**src/rtl/nmt_pkg.sv**
```systemverilog
package nmt_pkg;

  typedef enum logic [1:0] {
    OP_LOOKUP_EXT = 2'd0,
    OP_LOOKUP_INT = 2'd1,
    OP_INSERT     = 2'd2,
    OP_TICK       = 2'd3
  } op_t;

  typedef enum logic [2:0] {
    ST_MISS      = 3'd0,
    ST_HIT       = 3'd1,
    ST_INSERTED  = 3'd2,
    ST_FULL      = 3'd3,
    ST_TICK_DONE = 3'd4
  } status_t;

  typedef enum logic [2:0] {
    SQ_IDLE  = 3'd0,
    SQ_SCAN  = 3'd1,
    SQ_ALLOC = 3'd2,
    SQ_DONE  = 3'd3
  } seq_t;

  localparam logic        REG_EXT_ADDRESS  = 1'b0;
  localparam logic        REG_ICMP_LIMIT   = 1'b1;
  localparam logic [15:0] ICMP_LIMIT_RESET = 16'd60;
  localparam logic [15:0] TCP_BASE         = 16'd1024;
  localparam logic [15:0] ICMP_BASE        = 16'd0;
  localparam logic        KIND_ICMP        = 1'b0;

  typedef struct packed {
    op_t         op;
    logic [15:0] ext_id;
    logic [31:0] int_address;
    logic [15:0] int_id;
    logic        req_type;
  } cmd_t;

  typedef struct packed {
    logic        kind;
    logic [31:0] int_address;
    logic [15:0] int_id;
    logic [15:0] ext_id;
    logic [31:0] created;
  } entry_t;

  typedef struct packed {
    status_t     status;
    logic        found_type;
    logic [31:0] int_address;
    logic [15:0] int_id;
    logic [31:0] ext_address;
    logic [15:0] ext_id;
    logic [6:0]  removed;
  } result_t;

  typedef struct packed {
    logic valid;
    cmd_t cmd;
  } queue_head_t;

endpackage

```
**src/rtl/nmt_front.sv**
```systemverilog
module nmt_front (
  input  logic                clk,
  input  logic                rst_n,
  input  logic                in_valid,
  output logic                in_stall,
  input  logic [1:0]          in_op,
  input  logic [15:0]         in_ext_id,
  input  logic [31:0]         in_int_address,
  input  logic [15:0]         in_int_id,
  input  logic                in_req_type,
  output nmt_pkg::queue_head_t head,
  input  logic                pop
);

  nmt_pkg::cmd_t slot_r [2];
  logic          wr_ptr_r, wr_ptr_nxt;
  logic          rd_ptr_r, rd_ptr_nxt;
  logic [1:0]    cnt_r, cnt_nxt;
  logic          push, take;
  nmt_pkg::cmd_t cmd_in;

  assign in_stall = (cnt_r == 2'd2);
  assign push     = in_valid && !in_stall;
  assign take     = pop && (cnt_r != 2'd0);

  always_comb begin
    cmd_in.op          = nmt_pkg::op_t'(in_op);
    cmd_in.ext_id      = in_ext_id;
    cmd_in.int_address = in_int_address;
    cmd_in.int_id      = in_int_id;
    cmd_in.req_type    = in_req_type;
  end

  always_comb begin
    wr_ptr_nxt = push ? !wr_ptr_r : wr_ptr_r;
    rd_ptr_nxt = take ? !rd_ptr_r : rd_ptr_r;
    cnt_nxt    = cnt_r + {1'b0, push} - {1'b0, take};
  end

  always_ff @(posedge clk) begin
    if (!rst_n) begin
      wr_ptr_r <= 1'b0;
      rd_ptr_r <= 1'b0;
      cnt_r    <= 2'd0;
    end else begin
      wr_ptr_r <= wr_ptr_nxt;
      rd_ptr_r <= rd_ptr_nxt;
      cnt_r    <= cnt_nxt;
    end
  end

  always_ff @(posedge clk) begin
    if (push) begin
      slot_r[wr_ptr_r] <= cmd_in;
    end
  end

  assign head.valid = (cnt_r != 2'd0);
  assign head.cmd   = slot_r[rd_ptr_r];

endmodule

```
**config.mk**
```make
export PLATFORM = sky130hd
export DESIGN_NAME = nmt_front
export DESIGN_NICKNAME = d
export VERILOG_FILES = /design/src/rtl/nmt_pkg.sv /design/src/rtl/nmt_front.sv
export SDC_FILE = /design/constraint.sdc
export NUM_CORES = 1
export LEC_CHECK = 0
export BUFFER_PORTS_ARGS = -buffer_cell sky130_fd_sc_hd__buf_2
export CAP_MARGIN = 20
export CORE_AREA = 5 5 108 110
export DETAILED_ROUTE_END_ITERATION = 6
export DIE_AREA = 0 0 113 115
export GPL_TIMING_DRIVEN = 1
export HOLD_SLACK_MARGIN = 0.03
export PLACE_DENSITY = 0.81
export SLEW_MARGIN = 20
export SYNTH_ARGS = -nofsm -noshare
export SYNTH_HDL_FRONTEND = slang
export SYNTH_SLANG_ARGS = --single-unit
```
**constraint.sdc**
```tcl
create_clock -name clk -period 4.5 [get_ports clk]
set_input_delay 0.45 -clock clk [delete_from_list [all_inputs] [get_ports clk]]
set_output_delay 0.45 -clock clk [all_outputs]
set_load 0.03 [all_outputs]
```
==> impl_results.md, run 1 <==
- Die Footprint: between 0.01 and 0.015 mm²
- H-tree levels: 4
- RSZ-0062 raised after global routing: false
- Layout area overhead: 27.0%
- Nets@finish: 460
- Core box area: 0.0106 mm²
- Critical Path Sink: head[25]
- Layout cells sized above 1: 0.600
- Resized cells post-CTS: 0
- TritonCTS clock tree: built
- Synth Cell Area: 0.00518 mm²
- DRC: 0
- Final WL: 8.82 mm
- Routed vias/inst: 4.85
- TritonCTS Buffers: 17
- Minimum clock period: roughly 2.6 ns
- Yosys warns: 0
- Initial antenna violation count: 1
- Max_cap viols: 0
- Cells after synthesis: 234
- Pwr/cell area: 622 mW/mm²
- Detail Route Antenna Nets: 0
- GR Layer Usage met2: 0.243
- Yosys top cell area share: 0.777
- Main area contributors after synthesis: edfxtp_1, mux2_4, mux2_2
- Port Buffer Count: 139
- First-pass GRT wire length: ~14 mm
- FF-to-FF Start: cnt_r[0]
- Type of the tightest min-delay check: in -> reg
- Gr ovfl total: 0
- Post-synth net total: 307
- Post-CTS Setup Inserts: 0
- Bufs on Longest Clock Path: 2
- Largest area contributor in the netlist: edfxtp_1
- Vias in the first global route: about 2800
- Slew margin rel.: 0.300
- Netlist cell types: 19
- Reg2Reg Depth: 4
- Clock latency on the worst-skew pair: 0.50 ns
- Clock Skew: 0.00740 ns
- Status: finished, final reports clean
- Hold Buf Count CTS: 0
- Initial DRC Count: between 100 and 150
- Post-synthesis sequential area ratio: 0.796
- Worst-path clk slew: approximately 0.060 ns
- Wirelength per Cell: between 15 and 20 µm
- Worst r2r dst: slot_r[0][26]
- P_leak: 2.55 nW
- Crit path DAT: 2.19 ns
- Starting density of the core: 0.489
- Seq cells post-synth: approximately 140
- Final setup viols: 0
- Commonest non-fill, non-tap cell in the layout: buf_2
- Top-level port count: 140
- Tightest Pin Transition: 1.05 ns
- DR pass1 iterations: 5
- Die Span Y: approximately 120 µm
- Worst EP required: 4.05 ns
- TNS Setup: 0 ns
- Setup crit start kind: flip-flop
- Hold path startpoint: in_int_address[10]
- Row cnt: 38
- Worst Path Max Fanout: 67
- GPL Wtd Cong: between 0.7 and 0.8
- Fmax: 379 MHz
- Most frequent cells in the layout: buf_2, edfxtp_1, mux2_2
- Crit. End Element: output port
- Largest net degree at the start of global routing: 68
- GR peak layer: met2
- Gr usage total: 0.142
- Clock root cell: clkbuf_8
- Via count: 2618
- Period utilisation layout: 0.587
- Hpwl dp: about 5.9 mm
- R2R setup slack: 2.73 ns
- M1 GR Usage: 0.157
- Worst vdd ir: 511 µV
- Fillers: roughly 790
- Syn avg cell area: ~22 µm²
- Die X: approximately 110 µm
- Max-slew violations: 0
- Clock sink total: 139
- # diodes: 0
- Met3 GRT Util: 0.0626
- Core Util, Final: 0.620
- WS Path Type: reg -> out
- Final hold violation count: 0
critical path: stages (launching register included):
cell     delay (ns)
dfxtp_4        1.03
mux2_2         0.43
buf_2          0.18
power breakdown:
group | leakage (nW) | switching (W) | internal (W)
clock network | 0.266 | 0.000478 | 0.000783
registers | 1.29 | 0.000133 | 0.00163
logic | 0.994 | 0.000642 | 0.000429
area by class of cell:
cell class	count	area, µm²	share of cell area
sequential	139	4130	0.628
multi-input combinational	85	1000	0.152
inverter	3	11.3	0.00171
tap	140	175	0.0266
timing repair buffer	141	711	0.108
clock buffer	20	425	0.0647
clock inverter	12	125	0.0190
Yosys cell counts:
library cell	n
xnor2_1	2
o21a_1	1
mux2i_1	1
buf_2	3
and3_1	1
buf_4	1
mux2_2	37
edfxtp_1	134
mux2_4	30
and2_1	1
nand2b_1	2
or2_2	1
xor2_1	1
nor2_1	4
inv_1	3
dfxtp_1	5
ha_1	2
nand2_1	2
buf_6	3
per-layer routing:
| layer | routed length [µm] | vias up |
|---|---|---|
| met1 | 3420 | 1286 |
| met5 | 13 | - |
| met2 | 4590 | 93 |
| met3 | 725 | 9 |
| met4 | 63 | 2 |
| li1 | - | 1228 |
state kept, by name, indices dropped and copies added, names as in the netlist, named ones only:
signal and cells:
wr_ptr_r 1, rd_ptr_r 1, slot_r 134, cnt_r 2
stage by stage:
stage / hold slack (ns) / power, W / setup slack, ns / area, µm² / cells
6_report: 0.138 / 0.00409 / 1.86 / 6580 / 540
5_1_grt: 0.102 / 0.00429 / 1.75 / 6580 / 540
4_1_cts: 0.105 / 0.00415 / 1.82 / 6580 / 540
3_5_place_dp: 0.517 / 0.00288 / 2.36 / 6030 / 508
3_3_place_gp: 0.495 / 0.00285 / 2.38 / 6030 / 508
2_1_floorplan: 0.455 / 0.00259 / 0.628 / 5180 / 234
cell families (layout without fill, tap and decap cells):
group,count (synthesis),in the layout,share of synthesized area
AO/OA/AOI/OAI,1,1,0.00145
AND/OR/NAND/NOR,11,11,0.0104
flip-flops,139,139,0.796
XOR/XNOR,3,3,0.00507
adder cells (fa/ha/maj),2,2,0.00483
buffers and inverters,10,176,0.0130
multiplexers,68,68,0.169
worst min-delay path by stage:
stage               slack [ns]            end  cells past startpoint
floorplan                 0.45       wr_ptr_r                      2
global placement          0.49       rd_ptr_r                      2
detailed placement        0.52      flip-flop                      2
CTS                       0.11   slot_r[1][6]                      1
global route              0.10  slot_r[1][28]                      1
finish                    0.14  slot_r[1][27]                      1
No activity file was read; power rests on OpenSTA's default activity.
==> run 2: changes to the inputs <==
--- a/config.mk
+++ b/config.mk
@@ -7,12 +7,12 @@
 export LEC_CHECK = 0
 export BUFFER_PORTS_ARGS = -buffer_cell sky130_fd_sc_hd__buf_2
 export CAP_MARGIN = 20
-export CORE_AREA = 5 5 108 110
+export CORE_AREA = 5 5 111 113
 export DETAILED_ROUTE_END_ITERATION = 6
-export DIE_AREA = 0 0 113 115
+export DIE_AREA = 0 0 116 118
 export GPL_TIMING_DRIVEN = 1
 export HOLD_SLACK_MARGIN = 0.03
-export PLACE_DENSITY = 0.81
+export PLACE_DENSITY = 0.8
 export SLEW_MARGIN = 20
 export SYNTH_ARGS = -nofsm -noshare
 export SYNTH_HDL_FRONTEND = slang
==> constraint.sdc (replaced) <==
create_clock -name clk -period 2.1 [get_ports clk]
set_input_delay 0.21 -clock clk [delete_from_list [all_inputs] [get_ports clk]]
set_output_delay 0.21 -clock clk [all_outputs]
set_load 0.03 [all_outputs]
==> run 2 against run 1 <==
Net effect:
- core utilization is 3.9 points higher
- combinational power is 150% higher
- non-clock buffer count is 71 higher
- die area is 5.3% higher
- setup slack worse by 1.6 ns
- first-iteration DRC count is 18% higher
- worst hold slack worse by 0.074 ns
- highest routed layer is now met4
==> impl_results.md, run 2 (synthesis results as in run 1) <==
- Bufs on Longest Clock Path: 2
- Crit path DAT: 1.62 ns
- H-tree levels: 4
- DR pass1 iterations: 4
- Max-slew violations: 0
- Clock sink total: between 100 and 150
- GPL Wtd Cong: 0.702
- Largest net degree at the start of global routing: 68
- Row cnt: 39
- Core box area: 0.0112 mm²
- Pwr/cell area: 1260 mW/mm²
- Top-level port count: 140
- Initial antenna violation count: 0
- TritonCTS clock tree: built
- Detail Route Antenna Nets: 0
- Initial DRC Count: 155
- P_leak: 2.89 nW
- Layout area overhead: 42.9%
- Status: finished, final reports clean
- RSZ-0062 raised after global routing: false
- Setup crit start kind: flip-flop
- Final instance area: ~0.0074 mm²
- Port Buffer Count: 139
- Commonest non-fill, non-tap cell in the layout: buf_2
- Die X: 116 µm
- Final WL: 10.1 mm
- Worst-path clk slew: about 0.06 ns
- Routed vias/inst: 4.69
- Period utilisation layout: 0.873
- Type of the tightest min-delay check: in -> reg
- Nets@finish: 531
- Clock Skew: around 0.0075 ns
- Layout cells sized above 1: 0.524
- Gr usage total: 0.153
- Gr ovfl total: 0
- Clock root cell: clkbuf_16
- Fmax: 545 MHz
- Core Util, Final: 0.660
- First-pass GRT wire length: 15.8 mm
- Die Footprint: 0.0137 mm²
- Worst EP required: 1.89 ns
- # diodes: 0
- Tightest Pin Transition: ~0.38 ns
- Final setup viols: 0
- Fillers: 774
- Max_cap viols: 0
- Minimum clock period: 1.83 ns
- Vias in the first global route: 3197
- TNS Setup: 0 ns
- Crit. End Element: output port
- Worst vdd ir: about 740 µV
- Slew margin rel.: 0.749
- Via count: 2879
- Most frequent cells in the layout: buf_2, edfxtp_1, dlygate4sd3_1
- Starting density of the core: 0.462
- Largest register by flop count: slot_r
- Final hold violation count: 0
- Top flop regs: slot_r (134), cnt_r (2)
- TritonCTS Buffers: 17
- WS Path Type: reg -> out
- Wirelength per Cell: 16.4 µm
- Die Span Y: around 120 µm
- Clock latency on the worst-skew pair: 0.40 ns
- Post-DP Area: 0.00611 mm²
- Worst Path Max Fanout: 39
- Post-CTS Setup Inserts: 0
- Max reg flops: 134
- DRC: 0
- Hpwl dp: 5.87 mm
## run 2: cell types whose count changed in the layout (fill, tap and decap cells not counted), sizes merged
| cell | change |
|---|---|
| clkinv | -4 |
| bufinv | +2 |
| clkbuf | -3 |
| clkinvlp | +3 |
| inv | +2 |
| dlygate4sd3 | +67 |
| buf | +4 |
## run 2: per-layer routing
layer | GRT usage | part of all wire | vias to the layer above | routed length, µm
li1 | - | - | 1373 | -
met4 | 0.0508 | 0.012 | 0 | 119
met5 | 0 | 0 | - | 0
met1 | 0.168 | 0.38 | 1407 | 3830
met3 | 0.0463 | 0.053 | 10 | 539
met2 | 0.277 | 0.56 | 89 | 5600
## run 2: final timing paths
kind | start | endpoint | slack (ns) | cells after the start
worst max-delay path | flip-flop | head[0] | 0.27 | 3
worst max register to register | cnt_r[0] | cnt_r[1] | 0.41 | 8
worst min register to register | wr_ptr_r | wr_ptr_r | 0.53 | 2
worst min-delay path | rst_n | cnt_r[0] | 0.06 | 2
## run 2: stage by stage
| step | hold slack, ns | setup slack (ns) | instances | total power [W] |
|---|---|---|---|---|
| 4_1_cts | 0.0365 | 0.223 | 614 | 0.00943 |
| 3_3_place_gp | 0.398 | 0.519 | 515 | 0.00619 |
| 3_5_place_dp | 0.401 | 0.423 | 515 | 0.00624 |
| 2_1_floorplan | 0.309 | 0.0821 | 234 | 0.00554 |
| 5_1_grt | 0.0724 | 0.196 | 614 | 0.00975 |
| 6_report | 0.0648 | 0.267 | 614 | 0.00936 |
## run 2: timing repair
action / 4_1_cts / 5_1_grt
hold endpoints to repair: 134 / 0
setup endpoints to repair: 0 / 0
gates resized for setup: 0 / 0
hold buffers: 67 / 0
## run 2: layout make-up
class,instances,area (µm²),area share
well taps,143,179,0.0242
repair buffers,212,1460,0.197
multi-input cells,85,1000,0.135
clock buffers,17,425,0.0575
flip-flops and latches,139,4130,0.557
inverters,3,11.3,0.00152
clock inverters,15,198,0.0267
## run 2: report_power, final
group          internal [W]  leakage [nW]  switching, W
registers           0.00349          1.29      0.000111
logic               0.00106          1.31       0.00161
clock network       0.00199         0.289       0.00111
## run 2: worst max-delay path, stage by stage (launching register included)
cell     delay, ns
dfxtp_4       0.37
buf_12        0.26
mux2_2        0.39
buf_2         0.18
==> run 3: changes to the inputs <==
--- a/config.mk
+++ b/config.mk
@@ -5,14 +5,15 @@
 export SDC_FILE = /design/constraint.sdc
 export NUM_CORES = 1
 export LEC_CHECK = 0
+export ABC_CLOCK_PERIOD_IN_PS = 2100
 export BUFFER_PORTS_ARGS = -buffer_cell sky130_fd_sc_hd__buf_2
 export CAP_MARGIN = 20
-export CORE_AREA = 5 5 111 113
+export CORE_AREA = 5 5 81 157
 export DETAILED_ROUTE_END_ITERATION = 6
-export DIE_AREA = 0 0 116 118
+export DIE_AREA = 0 0 86 162
 export GPL_TIMING_DRIVEN = 1
 export HOLD_SLACK_MARGIN = 0.03
-export PLACE_DENSITY = 0.8
+export PLACE_DENSITY = 0.79
 export SLEW_MARGIN = 20
 export SYNTH_ARGS = -nofsm -noshare
 export SYNTH_HDL_FRONTEND = slang
==> run 3 against run 2 <==
Net effect:
- worst hold slack improved by 0.022 ns
- setup slack got worse by 0.15 ns
- register-to-register slack better by 0.04 ns
- routed wire length up 5.1%
- clock-buffer cell count increased by 2
- sequential share of layout area rose by 0.50 points
- critical path type unchanged
- largest power group unchanged
==> impl_results.md, run 3 (synthesis results as in run 1) <==
- Core Util, Final: 0.646
- H-tree levels: 4
- Slew margin rel.: 0.684
- Reg2Reg Depth: 8
- FF-to-FF Start: cnt_r[0]
- # diodes: 0
- Hpwl dp: 6.68 mm
- Initial DRC Count: 155
- Critical Path Sink: head[14]
- Hold Buf Count CTS: 67
- Port Buffer Count: about 140
- Vias in the first global route: approximately 3300
- Pwr/cell area: 1250 mW/mm²
- Type of the tightest min-delay check: in -> reg
- Detail Route Antenna Nets: 0
- Sw Ratio: 0.305
- Sequential Power Share: 0.396
- Largest net degree at the start of global routing: 68
- DR pass1 iterations: 5
- GPL Wtd Cong: 0.728
- Post-CTS Setup Inserts: 0
- Final setup viols: 0
- Top flop regs: slot_r (134), cnt_r (2)
- Crit. End Element: output port
- Fillers: 795
- TritonCTS clock tree: built
- RSZ-0062 raised after global routing: false
- Max-slew violations: 0
- Fmax: approximately 500 MHz
- Crit path DAT: between 1.5 and 2 ns
- Worst vdd ir: 807 µV
- Most frequent cells in the layout: buf_2, edfxtp_1, dlygate4sd3_1
- Clock sink total: roughly 140
- Row cnt: 55
- Pint: 0.00639 W
- Routed vias/inst: 4.75
- Final WL: 10.6 mm
- Top-level port count: 140
- Gr ovfl total: 0
- Commonest non-fill, non-tap cell in the layout: buf_2
- Resized cells post-CTS: 0
- Largest register by flop count: slot_r
- Status: finished, final reports clean
- Worst-path clk slew: 0.06 ns
- Period utilisation layout: 0.946
- Comb power frac: 0.287
- Gr usage total: 0.157
- Max_cap viols: 0
- Minimum clock period: 1.99 ns
- P_sw: 0.00280 W
- DRC: 0
- First-pass GRT wire length: 16.3 mm
- TNS Setup: 0 ns
- Non-filler instance count after layout: 612
- Die X: 86 µm
- Final hold violation count: 0
- Clock root cell: clkbuf_16
- Via count: 2904
- Worst r2r dst: cnt_r[1]
- TritonCTS Buffers: 17
- Worst EP required: 1.89 ns
- Die Footprint: about 0.014 mm²
- WS Path Type: reg -> out
- Worst Path Max Fanout: 31
- Placed Instances: 513
- Bufs on Longest Clock Path: 2
- Core box area: approximately 0.011 mm²
- Starting density of the core: 0.456
- Clock Skew: 0.00855 ns
- Initial antenna violation count: 0
- Setup crit start kind: flip-flop
- Nets@finish: 530
- R2R setup slack: 0.45 ns
- Wirelength per Cell: ~17 µm
- Layout area overhead: 41.6%
- Tightest Pin Transition: 0.474 ns
- Max reg flops: roughly 130
- P_leak: between 2 and 3 nW
- Clock group share of total power: 0.317
- Die Span Y: about 160 µm
- Clock latency on the worst-skew pair: 0.40 ns
- Layout cells sized above 1: 0.513
run 3: changes by cell type in the layout (fill, tap and decap cells not counted):
cell | before | now
clkinvlp_4 | 5 | 1
clkinv_1 | 1 | 4
and3_4 | 1 | 0
clkbuf_1 | 0 | 2
bufinv_16 | 4 | 3
buf_12 | 4 | 3
and3_2 | 0 | 1
run 3: per-stage QoR:
stage | power, W | hold slack (ns) | area, µm² | setup WS [ns]
floorplan | 0.00554 | 0.309 | 5190 | 0.0821
finish | 0.00919 | 0.0871 | 7340 | 0.112
detailed placement | 0.00626 | 0.401 | 6090 | 0.440
global placement | 0.00618 | 0.398 | 6090 | 0.539
global route | 0.00953 | 0.0769 | 7340 | 0.0469
CTS | 0.00927 | 0.0712 | 7340 | 0.0793
run 3: how the worst min path moves through the flow:
stage / from / endpoint / slack [ns] / depth (start not counted)
floorplan: in_req_type / slot_r[0][0] / 0.31 / 0
finish: rst_n / cnt_r[0] / 0.09 / 2
detailed placement: in_int_id[13] / slot_r[1][14] / 0.40 / 1
global route: rst_n / cnt_r[0] / 0.08 / 2
global placement: in_int_address[18] / slot_r[1][35] / 0.40 / 1
CTS: rst_n / cnt_r[0] / 0.07 / 2
run 3: area by class of cell:
| class | count | area [µm²] | area share |
|---|---|---|---|
| multi-input cells | 85 | 998 | 0.136 |
| inverters | 3 | 11.3 | 0.00153 |
| repair buffers | 211 | 1440 | 0.196 |
| clock inverters | 13 | 149 | 0.0203 |
| well taps | 142 | 178 | 0.0242 |
| flip-flops and latches | 139 | 4130 | 0.562 |
| clock buffers | 19 | 433 | 0.0590 |
run 3: power groups by stage:
stage,clock network [W],logic (W),registers [W]
floorplan,0,0.00192,0.00362
global placement,0,0.00251,0.00367
detailed placement,0,0.00256,0.00370
CTS,0.00296,0.00266,0.00365
global route,0.00308,0.00277,0.00368
finish,0.00291,0.00263,0.00364
run 3: critical path, cell delays in order (launching register included):
cell	delay, ns
dfxtp_4	0.53
buf_12	0.25
mux2_2	0.37
buf_2	0.18
run 3: layer usage:
| metal | share of wire | track usage |
|---|---|---|
| met4 | 0.024 | 0.0778 |
| met1 | 0.34 | 0.153 |
| met3 | 0.048 | 0.0386 |
| met2 | 0.59 | 0.297 |
| met5 | 0 | 0 |
